--- config.mk ---
export PLATFORM = sky130hd
export DESIGN_NAME = one_wire_slot_master_core_flat
export DESIGN_NICKNAME = d
export VERILOG_FILES = /design/src/hdl/owsm_pkg.sv /design/src/hdl/owsm_if.sv /design/src/hdl/one_wire_slot_master_core.sv /design/src/hdl/owsm_seq.sv /design/src/hdl/owsm_skid.sv /design/src/flat_wrapper.sv
export SDC_FILE = /design/constraint.sdc
export NUM_CORES = 1
export LEC_CHECK = 0
export ABC_AREA = 1
export BUFFER_PORTS_ARGS = -buffer_cell sky130_fd_sc_hd__buf_2
export CORE_ASPECT_RATIO = 0.75
export CORE_MARGIN = 2
export CORE_UTILIZATION = 30
export CTS_BUF_LIST = sky130_fd_sc_hd__clkbuf_16
export CTS_CLUSTER_SIZE = 12
export DETAILED_ROUTE_END_ITERATION = 8
export PLACE_DENSITY = 0.59
export RECOVER_POWER = 25
export SLEW_MARGIN = 20
export SYNTH_ARGS = -nofsm -noshare
export SYNTH_HDL_FRONTEND = slang
export SYNTH_SLANG_ARGS = --single-unit
--- constraint.sdc ---
create_clock -name clk_i -period 2.7 [get_ports clk_i]
set_clock_uncertainty 0.2 [all_clocks]
set_input_delay 0.54 -clock clk_i [delete_from_list [all_inputs] [get_ports clk_i]]
set_output_delay 0.54 -clock clk_i [all_outputs]
set_load 0.005 [all_outputs]
--- src/hdl/owsm_pkg.sv ---
// Shared types, constants and helpers of the one-wire slot master.
package owsm_pkg;

  // Default number of bus lines in use
  localparam int unsigned LineCountDefault = 4;
  // Number of line bits carried on the channels
  localparam int unsigned LineBits = 4;
  // Tick counter width: the longest slot is 500 ticks
  localparam int unsigned TickW = 9;

  // Slot lengths in microsecond ticks
  localparam logic [TickW-1:0] RstLowLen  = TickW'(485);
  localparam logic [TickW-1:0] RstWaitLen = TickW'(65);
  localparam logic [TickW-1:0] RstRecLen  = TickW'(500);
  localparam logic [TickW-1:0] WrLongLen  = TickW'(65);
  localparam logic [TickW-1:0] WrShortLen = TickW'(3);
  localparam logic [TickW-1:0] WrGapLen   = TickW'(5);
  localparam logic [TickW-1:0] RdLowLen   = TickW'(2);
  localparam logic [TickW-1:0] RdWaitLen  = TickW'(13);
  localparam logic [TickW-1:0] RdRecLen   = TickW'(45);
  localparam logic [TickW-1:0] OtherLen   = TickW'(1);

  typedef enum logic [1:0] {
    OP_TICK  = 2'd0,
    OP_RESET = 2'd1,
    OP_WRITE = 2'd2,
    OP_READ  = 2'd3
  } op_e;

  typedef enum logic [3:0] {
    PH_IDLE     = 4'd0,
    PH_RST_LOW  = 4'd1,
    PH_RST_WAIT = 4'd2,
    PH_RST_REC  = 4'd3,
    PH_WR_LOW   = 4'd4,
    PH_WR_HIGH  = 4'd5,
    PH_WR_GAP   = 4'd6,
    PH_RD_LOW   = 4'd7,
    PH_RD_WAIT  = 4'd8,
    PH_RD_REC   = 4'd9
  } phase_e;

  // One command or tick as taken from the input channel
  typedef struct packed {
    logic [1:0]          operation;
    logic [1:0]          line_select;
    logic [7:0]          data_byte;
    logic [LineBits-1:0] line_levels;
  } item_t;

  // One result item
  typedef struct packed {
    logic [LineBits-1:0] drive_low;
    logic                busy_res;
    logic                done_res;
    logic [7:0]          read_byte;
    logic [LineBits-1:0] presence_mask;
    logic                rejected;
  } result_t;

  // Mask of the lines in use
  function automatic logic [LineBits-1:0] line_mask(int unsigned count);
    logic [LineBits-1:0] m;
    for (int unsigned i = 0; i < LineBits; i++) begin
      m[i] = (i < count);
    end
    return m;
  endfunction

endpackage

--- src/hdl/owsm_if.sv ---
// Input and result channel interfaces of the one-wire slot master.
interface owsm_in_if;
  import owsm_pkg::*;
  logic                valid;
  logic                ready;
  logic [1:0]          operation;
  logic [1:0]          line_select;
  logic [7:0]          data_byte;
  logic [LineBits-1:0] line_levels;

  modport source (output valid, output operation, output line_select,
                  output data_byte, output line_levels, input ready);
  modport sink   (input valid, input operation, input line_select,
                  input data_byte, input line_levels, output ready);
endinterface

interface owsm_out_if;
  import owsm_pkg::*;
  logic                valid;
  logic                ready;
  logic [LineBits-1:0] drive_low;
  logic                busy_res;
  logic                done_res;
  logic [7:0]          read_byte;
  logic [LineBits-1:0] presence_mask;
  logic                rejected;

  modport source (output valid, output drive_low, output busy_res, output done_res,
                  output read_byte, output presence_mask, output rejected,
                  input ready);
  modport sink   (input valid, input drive_low, input busy_res, input done_res,
                  input read_byte, input presence_mask, input rejected,
                  output ready);
endinterface

--- src/hdl/one_wire_slot_master_core.sv ---
// One-wire slot master for up to four lines, timed by tick items of one
// microsecond each. Every tick or command gives one result item; a new
// item is accepted in every cycle as long as the two-entry result buffer
// has room, so the sustained rate is one item per clock while results are
// taken. The sequencer state update is the only logic between the input
// and the result buffer, and each result is registered in that buffer
// before it is offered. Commands that arrive during a running reset,
// write or read are flagged as rejected and leave the sequence untouched.
module one_wire_slot_master_core
  import owsm_pkg::*;
#(
  parameter int unsigned LINE_COUNT = LineCountDefault
) (
  input  logic       clk_i,
  input  logic       rst_ni,
  owsm_in_if.sink    in_i,
  owsm_out_if.source out_o
);

  item_t   item;
  result_t result;
  result_t head;
  logic    accept;
  logic    buf_ready;

  // Take an item whenever the result buffer has room
  assign in_i.ready = buf_ready;
  assign accept     = in_i.valid && buf_ready;

  assign item.operation   = in_i.operation;
  assign item.line_select = in_i.line_select;
  assign item.data_byte   = in_i.data_byte;
  assign item.line_levels = in_i.line_levels;

  owsm_seq #(
    .LINE_COUNT(LINE_COUNT)
  ) u_seq (
    .clk_i       (clk_i),
    .rst_ni      (rst_ni),
    .item_valid_i(accept),
    .item_i      (item),
    .result_o    (result)
  );

  owsm_skid u_skid (
    .clk_i      (clk_i),
    .rst_ni     (rst_ni),
    .push_i     (accept),
    .data_i     (result),
    .ready_o    (buf_ready),
    .valid_o    (out_o.valid),
    .pop_ready_i(out_o.ready),
    .data_o     (head)
  );

  // Drive result fields from the buffer head
  assign out_o.drive_low     = head.drive_low;
  assign out_o.busy_res      = head.busy_res;
  assign out_o.done_res      = head.done_res;
  assign out_o.read_byte     = head.read_byte;
  assign out_o.presence_mask = head.presence_mask;
  assign out_o.rejected      = head.rejected;

endmodule

--- src/hdl/owsm_seq.sv ---
// Slot sequencer: phase, tick counter and byte state, updated once per transfer.
module owsm_seq
  import owsm_pkg::*;
#(
  parameter int unsigned LINE_COUNT = LineCountDefault
) (
  input  logic    clk_i,
  input  logic    rst_ni,
  input  logic    item_valid_i,
  input  item_t   item_i,
  output result_t result_o
);

  localparam logic [LineBits-1:0] LineMask = line_mask(LINE_COUNT);
  localparam logic [3:0]          LineLimit = 4'(LINE_COUNT);

  phase_e              phase_q, phase_d;
  logic [TickW-1:0]    tick_q, tick_d;
  logic [2:0]          bit_q, bit_d;
  logic [7:0]          shift_q, shift_d;
  logic [1:0]          line_q, line_d;
  logic [LineBits-1:0] presence_q, presence_d;
  logic [7:0]          last_q, last_d;

  op_e                 op;
  logic [TickW-1:0]    tick_inc;
  logic [TickW-1:0]    slot_len;
  logic                cur_bit;
  logic                done;
  logic                rej;

  assign op       = op_e'(item_i.operation);
  assign cur_bit  = shift_q[bit_q];
  assign tick_inc = tick_q + TickW'(1);

  // Length of the running slot
  always_comb begin
    unique case (phase_q)
      PH_RST_LOW:  slot_len = RstLowLen;
      PH_RST_WAIT: slot_len = RstWaitLen;
      PH_RST_REC:  slot_len = RstRecLen;
      PH_WR_LOW:   slot_len = cur_bit ? WrShortLen : WrLongLen;
      PH_WR_HIGH:  slot_len = cur_bit ? WrLongLen : WrShortLen;
      PH_WR_GAP:   slot_len = WrGapLen;
      PH_RD_LOW:   slot_len = RdLowLen;
      PH_RD_WAIT:  slot_len = RdWaitLen;
      PH_RD_REC:   slot_len = RdRecLen;
      default:     slot_len = OtherLen;
    endcase
  end

  // Next state: advance on ticks, start sequences on commands
  always_comb begin
    phase_d    = phase_q;
    tick_d     = tick_q;
    bit_d      = bit_q;
    shift_d    = shift_q;
    line_d     = line_q;
    presence_d = presence_q;
    last_d     = last_q;
    done       = 1'b0;
    rej        = 1'b0;
    if (item_valid_i) begin
      priority if (op == OP_TICK) begin
        if (phase_q != PH_IDLE) begin
          if (tick_inc < slot_len) begin
            tick_d = tick_inc;
          end else begin
            tick_d = '0;
            unique case (phase_q)
              PH_RST_LOW:  phase_d = PH_RST_WAIT;
              PH_RST_WAIT: begin
                presence_d = ~item_i.line_levels & LineMask;
                phase_d    = PH_RST_REC;
              end
              PH_RST_REC: begin
                phase_d = PH_IDLE;
                done    = 1'b1;
              end
              PH_WR_LOW:   phase_d = PH_WR_HIGH;
              PH_WR_HIGH:  phase_d = PH_WR_GAP;
              PH_WR_GAP: begin
                if (bit_q == 3'd7) begin
                  phase_d = PH_IDLE;
                  done    = 1'b1;
                end else begin
                  bit_d   = bit_q + 3'd1;
                  phase_d = PH_WR_LOW;
                end
              end
              PH_RD_LOW:   phase_d = PH_RD_WAIT;
              PH_RD_WAIT: begin
                shift_d        = shift_q;
                shift_d[bit_q] = shift_q[bit_q] | item_i.line_levels[line_q];
                phase_d        = PH_RD_REC;
              end
              PH_RD_REC: begin
                if (bit_q == 3'd7) begin
                  last_d  = shift_q;
                  phase_d = PH_IDLE;
                  done    = 1'b1;
                end else begin
                  bit_d   = bit_q + 3'd1;
                  phase_d = PH_RD_LOW;
                end
              end
              default:     phase_d = PH_IDLE;
            endcase
          end
        end
      end else if (phase_q != PH_IDLE) begin
        rej = 1'b1;
      end else if (op == OP_RESET) begin
        phase_d = PH_RST_LOW;
        tick_d  = '0;
      end else if ({2'b00, item_i.line_select} >= LineLimit) begin
        rej = 1'b1;
      end else begin
        line_d = item_i.line_select;
        bit_d  = '0;
        tick_d = '0;
        if (op == OP_WRITE) begin
          shift_d = item_i.data_byte;
          phase_d = PH_WR_LOW;
        end else begin
          shift_d = '0;
          phase_d = PH_RD_LOW;
        end
      end
    end
  end

  // Result fields from the state after the transfer
  always_comb begin
    unique case (phase_d)
      PH_RST_LOW:            result_o.drive_low = LineMask;
      PH_WR_LOW, PH_RD_LOW:  result_o.drive_low = LineMask & (LineBits'(1) << line_d);
      default:               result_o.drive_low = '0;
    endcase
    result_o.busy_res      = (phase_d != PH_IDLE);
    result_o.done_res      = done;
    result_o.read_byte     = last_d;
    result_o.presence_mask = presence_d;
    result_o.rejected      = rej;
  end

  // Hold state between transfers
  always_ff @(posedge clk_i or negedge rst_ni) begin
    if (!rst_ni) begin
      phase_q    <= PH_IDLE;
      tick_q     <= '0;
      bit_q      <= '0;
      shift_q    <= '0;
      line_q     <= '0;
      presence_q <= '0;
      last_q     <= '0;
    end else begin
      phase_q    <= phase_d;
      tick_q     <= tick_d;
      bit_q      <= bit_d;
      shift_q    <= shift_d;
      line_q     <= line_d;
      presence_q <= presence_d;
      last_q     <= last_d;
    end
  end

endmodule

--- src/hdl/owsm_skid.sv ---
// Two-entry result buffer that lets the input side keep going while a result waits.
module owsm_skid
  import owsm_pkg::*;
(
  input  logic    clk_i,
  input  logic    rst_ni,
  input  logic    push_i,
  input  result_t data_i,
  output logic    ready_o,
  output logic    valid_o,
  input  logic    pop_ready_i,
  output result_t data_o
);

  logic    v0_q, v0_d, v1_q, v1_d;
  result_t d0_q, d0_d, d1_q, d1_d;
  logic    pop;

  assign ready_o = !v1_q;
  assign valid_o = v0_q;
  assign data_o  = d0_q;
  assign pop     = v0_q && pop_ready_i;

  // Shift the head out on a transfer, fill the first free entry on a push
  always_comb begin
    v0_d = v0_q;
    v1_d = v1_q;
    d0_d = d0_q;
    d1_d = d1_q;
    unique case ({push_i, pop})
      2'b01: begin
        d0_d = d1_q;
        v0_d = v1_q;
        v1_d = 1'b0;
      end
      2'b10: begin
        if (!v0_q) begin
          d0_d = data_i;
          v0_d = 1'b1;
        end else begin
          d1_d = data_i;
          v1_d = 1'b1;
        end
      end
      2'b11: begin
        if (v1_q) begin
          d0_d = d1_q;
          d1_d = data_i;
        end else begin
          d0_d = data_i;
        end
      end
      default: begin
      end
    endcase
  end

  always_ff @(posedge clk_i or negedge rst_ni) begin
    if (!rst_ni) begin
      v0_q <= 1'b0;
      v1_q <= 1'b0;
    end else begin
      v0_q <= v0_d;
      v1_q <= v1_d;
    end
  end

  always_ff @(posedge clk_i) begin
    d0_q <= d0_d;
    d1_q <= d1_d;
  end

endmodule

--- src/flat_wrapper.sv ---
// flat-port wrapper written by rule: the top's interface ports become plain ports
module one_wire_slot_master_core_flat import owsm_pkg::*;
#(
  parameter int unsigned LINE_COUNT = LineCountDefault
)
  (clk_i, rst_ni, in_i_valid, in_i_operation, in_i_line_select, in_i_data_byte, in_i_line_levels, in_i_ready, out_o_valid, out_o_drive_low, out_o_busy_res, out_o_done_res, out_o_read_byte, out_o_presence_mask, out_o_rejected, out_o_ready);
  owsm_in_if in_i_i ();
  owsm_out_if out_o_i ();
  input  logic clk_i;
  input  logic rst_ni;
  input wire logic [$bits(in_i_i.valid)-1:0] in_i_valid;
  input wire logic [$bits(in_i_i.operation)-1:0] in_i_operation;
  input wire logic [$bits(in_i_i.line_select)-1:0] in_i_line_select;
  input wire logic [$bits(in_i_i.data_byte)-1:0] in_i_data_byte;
  input wire logic [$bits(in_i_i.line_levels)-1:0] in_i_line_levels;
  output wire logic [$bits(in_i_i.ready)-1:0] in_i_ready;
  output wire logic [$bits(out_o_i.valid)-1:0] out_o_valid;
  output wire logic [$bits(out_o_i.drive_low)-1:0] out_o_drive_low;
  output wire logic [$bits(out_o_i.busy_res)-1:0] out_o_busy_res;
  output wire logic [$bits(out_o_i.done_res)-1:0] out_o_done_res;
  output wire logic [$bits(out_o_i.read_byte)-1:0] out_o_read_byte;
  output wire logic [$bits(out_o_i.presence_mask)-1:0] out_o_presence_mask;
  output wire logic [$bits(out_o_i.rejected)-1:0] out_o_rejected;
  input wire logic [$bits(out_o_i.ready)-1:0] out_o_ready;
  assign in_i_i.valid = in_i_valid;
  assign in_i_i.operation = in_i_operation;
  assign in_i_i.line_select = in_i_line_select;
  assign in_i_i.data_byte = in_i_data_byte;
  assign in_i_i.line_levels = in_i_line_levels;
  assign in_i_ready = in_i_i.ready;
  assign out_o_valid = out_o_i.valid;
  assign out_o_drive_low = out_o_i.drive_low;
  assign out_o_busy_res = out_o_i.busy_res;
  assign out_o_done_res = out_o_i.done_res;
  assign out_o_read_byte = out_o_i.read_byte;
  assign out_o_presence_mask = out_o_i.presence_mask;
  assign out_o_rejected = out_o_i.rejected;
  assign out_o_i.ready = out_o_ready;
  one_wire_slot_master_core #(.LINE_COUNT(LINE_COUNT)) u_core (.clk_i(clk_i), .rst_ni(rst_ni), .in_i(in_i_i), .out_o(out_o_i));
endmodule
After elaboration in Yosys (flattened, before gate mapping) --
Index checks and enable logic that the tools add are counted.
Storage, ports and cells: register bits after elaboration 78, latch bits 0, RAM bits 0, memory bits (read-only) 0, input bits 20, output and inout port bits 21, memories kept 0
Cells by class: $add $sub $neg 2, multipliers 0, div/mod/pow operators 0, magnitude comparators 4, eq/ne operators 28, shift-type cells 1, muxes and demuxes 72, bitwise gates (word level) 2, reduce and logical (&&, ||, !) cells 18
Operators with widths (count):
- $mux W8 | 13
- $pmux W9 S9 | 1
- $mux W19 | 4
- $pmux W19 S3 | 1
- $mux W4 | 10
- $pmux W19 S2 | 1
- $mux W9 | 4
- $pmux W4 S8 | 1
- $mux W3 | 10
- $eq A4 B3 Y1 const B | 6
- $ne A2 B2 Y1 const B | 8
- $mux W7 | 2
- $mux W1 | 12
- $mux W2 | 5
- $add A9 B1 Y9 const B | 1
- $lt A9 B9 Y1 | 1
- $bwmux W8 | 1
- $eq A4 B1 Y1 const B | 2
- $eq A4 B2 Y1 const B | 2
- $eq A4 B4 Y1 const B | 2
- $pmux W4 S2 | 1
- $reduce_bool A4 Y1 | 2
- $reduce_and A7 Y1 | 1
- $eq A2 B2 Y1 const B | 3
- 23 further kinds | 33

Depth between registers and ports, before layout --
depth after elaboration 14, depth in mapped cells 24

Cells and area by module --
From an unflattened synthesis, not the netlist that was laid out.
Second synthesis, totals: cell total of the unflattened synthesis 513, area total of the unflattened synthesis 4403.0 um2
By module, submodules not included:
- owsm_seq | times used 1, cells each 382, area an instance 2792.7 um2, sequential area each 950.9 um2
- owsm_skid | times used 1, cells each 129, area an instance 1602.8 um2, sequential area each 1191.1 um2
- one_wire_slot_master_core | times used 1, cells each 2, area an instance 7.5 um2, sequential area each 0.0 um2

Worst setup path after synthesis --
No wires, ideal clock.
path kind in2reg, start point in in_i_valid, end point reg u_core.u_skid.d1_q[0] (netlist bit) (enable), setup time 425 ps, arrival time 2478 ps, required time 2075 ps, slack -403 ps, stages 6, cell sequence nand2_4 -> inv_4 -> ha_1 -> inv_1 -> nor2_1 -> a211oi_1
On the way: longest elaborated chain between the ends 4, elaborated cells on any way between the ends 7, those cells by class 4 x eq/ne; 3 x reduce/logical
Ends and longest elaborated chain:
- from (decl) | RTL line flat_wrapper.sv:11 | input wire logic [$bits(in_i_i.valid)-1:0] in_i_valid;
- $logic_and A1 B1 Y1 (*) | RTL line one_wire_slot_master_core.sv:28 | assign accept = in_i.valid && buf_ready;
- $eq A2 B2 Y1 | RTL line owsm_skid.sv:30 | unique case ({push_i, pop})
- $ne A2 B2 Y1 (no line) / $reduce_bool A2 Y1 (equally long branches)
- $reduce_and A3 Y1 (no line) (*)
- to (signal assigned) | RTL line owsm_skid.sv:70 | d1_q <= d1_d;
- to (decl) | RTL line owsm_skid.sv:16 | result_t d0_q, d0_d, d1_q, d1_d;
Every way passes the cells marked *; elsewhere a longest branch is shown, timed or not. A chain may end at the register's enable or synchronous reset.

==> results.md <==
* DP HPWL at roughly 8000 µm
* Startpoint Class: register
* First-pass GRT wire length at 18600 µm
* DIE WIDTH at 142 µm
* Setup-failing EPs final at 72
* Starting Density at between 30 and 40%
* Root Buffer: clkbuf_16
* Failing checks: negative setup slack
* CTS tree: built
* Vias in the first global route at around 3800
* Top post-synthesis cells by area: edfxtp_1, dfrtp_1, nand2_1
* Clock sink count at 78
* Largest family of logic cells by synthesized area: simple AND/OR/NAND/NOR gates
* Hold Fails Final Rpt at 0
* HP Class: primary input to register
* Synth Area per Inst at roughly 8.5 µm²
* Tmin final at 3.21 ns
* Power per cell area at 940 mW/mm²
* H-tree levels at 3
* Num CTS Buffers at 9
* Die Area at between 0.015 and 0.02 mm²
* Setup TNS at -26.91 ns
* Routed via count at ~3800
* Antenna violations before repair at 0
* Post-synthesis simple-gate area fraction at between 20% and 30%
* Row count at 37
* N_diodes at 0
* RSZ-0062 raised after global routing: yes
* # hold bufs at CTS at 0
* Synth Instances at about 500
* GR Layer Usage met3 at 3.29%
* M2 GR Usage at 24.5%
* Nets@finish at approximately 670
* Seq/Total Area, Yosys at roughly 50%
* Max clock buf depth at 2
* Post-synth top area cell: edfxtp_1
* Synth top area share at between 20% and 30%
* Async SR Flop Fraction at slightly above 50%
* EDFF count, synth at 38
* Total of max-cap violations at 0
* Critical Path End Type: register
* Routed wire per std cell at approximately 14 µm
* Drt pass-1 iters at 5
* VDD IR-drop max at around 0.46 mV
* Io pins at between 40 and 50
* Ys flop type: dfrtp_1
* Switch Pwr at ~2.2 mW
* Most frequent cells in the layout: nand2_1, buf_4, inv_1, buf_2, edfxtp_1
* ANT nets after route at 0
* Sw frac at 39.2%
* Post-Place Worst Slack at -0.538 ns
* Fill count at ~1300
* DRC at 0
* Critical path arrival at between 3 and 4 ns
* Synth cell types at 37
* Most common cell after layout, fill and taps aside: nand2_1
* Area Growth Syn to Fin at 41.0%
* Core Util, Final at between 40% and 50%
* Reg clk slew, reported paths at ~0.06 ns
* Vias/cell at between 4 and 5
* Status: complete, but fails checks
* Fraction of layout cells with a size suffix above 1 at between 40 and 50%
* F_max at around 310 MHz
* Total Wirelength at 11400 µm
* Gr ovfl total at 0
* GRT Max-Usage Layer: met2
* Crit path required time at between 2 and 3 ns
* Synth Area in Compound Gates at around a tenth
* Final instance area at slightly above 0.006 mm²
* Placement Cell Area at roughly 0.0052 mm²
* Core Area at 0.0138 mm²
* Largest net degree at the start of global routing at 41
* Iteration-0 DRC Markers at slightly below 200
* Number of max-slew violations in the final report at 0
* Clock Power Share at 21.5%
* Relative slew slack at approximately 25%
* Combinational power share at 47.1%
* Cell internal pwr at approximately 3.5 mW
* Die Y at 107 µm
* Synth Area in Adders at under 10%
* Worst Path Max Fanout at 6
* Mapped cell area at 0.00428 mm²
* Register bit total from synthesis at 78
* Clk_lat worst skew at 0.33 ns
* Final worst-path cycle share at 119%
* Leakage power at 2.87 nW
* Crit path kind: register to register
* Final GP Congestion at a little over 0.9
* GRT Util Overall at around 15%
* Post-Syn Nets at around 540
* Quantity of I/O buffers inserted on ports at 40
* Post-Synth XOR/XNOR Area at 1.43%
* Reg power frac at a little under a third
* GR Util met1 at 21.5%
* Syn. warnings at 0
* Placed insts at a little under 800
* Setup WS post-layout at -0.506 ns
* Mux cell area share after synthesis at 0%
* Slew @ Worst Pin at around 1.1 ns
* Non-Filler Instances at 807
-- synthesized netlist by cell type, types with 3 or more instances --
master	count
a21oi_1	19
a31oi_1	3
clkbuf_1	4
clkinv_2	3
dfrtp_1	40
edfxtp_1	38
ha_1	19
inv_1	79
inv_2	10
nand2_1	127
nand2_2	11
nand3_1	18
nand3_2	3
nand4_1	11
nor2_1	34
nor3_1	3
o21ai_0	41
o21ai_1	3
o22ai_1	7
xor2_1	7
-- per-stage QoR --
step | hold slack [ns] | power, mW
floorplan | 0.0444 | 3.03
global placement | 0.291 | 3.89
detailed placement | 0.307 | 3.92
CTS | 0.116 | 5.51
global route | 0.311 | 6.06
finish | 0.285 | 5.68
-- power by group through the flow --
stage / Clock (mW) / Combinational [mW] / Sequential [mW]
after detailed placement: 0 / 2.13 / 1.79
after global placement: 0 / 2.10 / 1.78
after floorplan: 0 / 1.25 / 1.77
final: 1.22 / 2.68 / 1.78
after CTS: 1.24 / 2.48 / 1.78
after global routing: 1.30 / 2.95 / 1.81
-- cells by family (layout without fill, tap and decap cells) --
logic type / Yosys count / count (layout)
AND/OR/NAND/NOR: 219 / 220
buffers and inverters: 100 / 228
AO/OA/AOI/OAI: 80 / 80
flip-flops: 78 / 78
adder cells (fa/ha/maj): 19 / 19
XOR/XNOR: 7 / 7
-- final cells by class --
cell class              instances  area, µm²  share of cell area [%]
flip-flops and latches         78       2150                    35.5
inverters                      94        382                    6.32
well taps                     175        219                    3.62
clock buffers                   9        225                    3.73
repair buffers                118        838                    13.9
multi-input cells             326       2160                    35.7
clock inverters                 7       72.6                    1.20
-- state kept, by name, summed over array words and instances (netlist names) --
signal                   count
u_core.u_seq.phase_q         4
u_core.u_skid.valid_o        1
u_core.u_seq.presence_q      4
u_core.u_seq.line_q          2
u_core.u_seq.tick_q          9
u_core.u_seq.bit_q           3
u_core.u_skid.v1_q           1
u_core.u_skid.data_o        19
u_core.u_seq.last_q          8
u_core.u_skid.d1_q          19
u_core.u_seq.shift_q         8
-- repair_timing --
item	CTS	global route
pin swaps	3	19
buffers inserted	6	7
gates resized for setup	64	55
cloned	1	0
setup endpoints to repair	71	72
-- worst paths after layout --
path / startpoint / endpoint / slack, ns / depth (start not counted)
max: u_core.u_seq.bit_q[1]$_DFFE_PN0P_ / u_core.u_skid.data_o[7]$_DFFE_PP_ / -0.51 / 18
max in group asynchronous: rst_ni / u_core.u_seq.bit_q[2]$_DFFE_PN0P_ / 1.24 / 2
min: in_i_line_select[0] / u_core.u_seq.line_q[0]$_DFF_PN0_ / 0.28 / 3
min reg2reg: u_core.u_skid.d1_q[18]$_DFFE_PP_ / u_core.u_skid.data_o[18]$_DFFE_PP_ / 0.32 / 2
max reg2reg: u_core.u_seq.bit_q[1]$_DFFE_PN0P_ / u_core.u_skid.data_o[7]$_DFFE_PP_ / -0.51 / 18
min in group asynchronous: rst_ni / u_core.u_seq.last_q[2]$_DFF_PN0_ / 0.31 / 2
-- worst max-delay path, cell delays in order (launching register included) --
cell and delay (ns):
dfrtp_2 0.47, inv_4 0.11, nand3_4 0.08, o22ai_4 0.20, nor3_2 0.05, nand2_1 0.11
inv_2 0.06, o22ai_2 0.10, a21oi_2 0.05, ha_1 0.32, nand2_2 0.08, nor2_4 0.15
nand3_4 0.12, nand3_4 0.12, buf_12 0.13, nand4_4 0.17, buf_6 0.20, o21ai_4 0.15
o21ai_1 0.08
-- routing by layer --
metal	vias to the layer above	wire, µm
met4	0	107
met5	-	0
met2	77	5340
li1	1887	-
met3	10	487
met1	1803	5430
(Power assumes the default switching activity.)
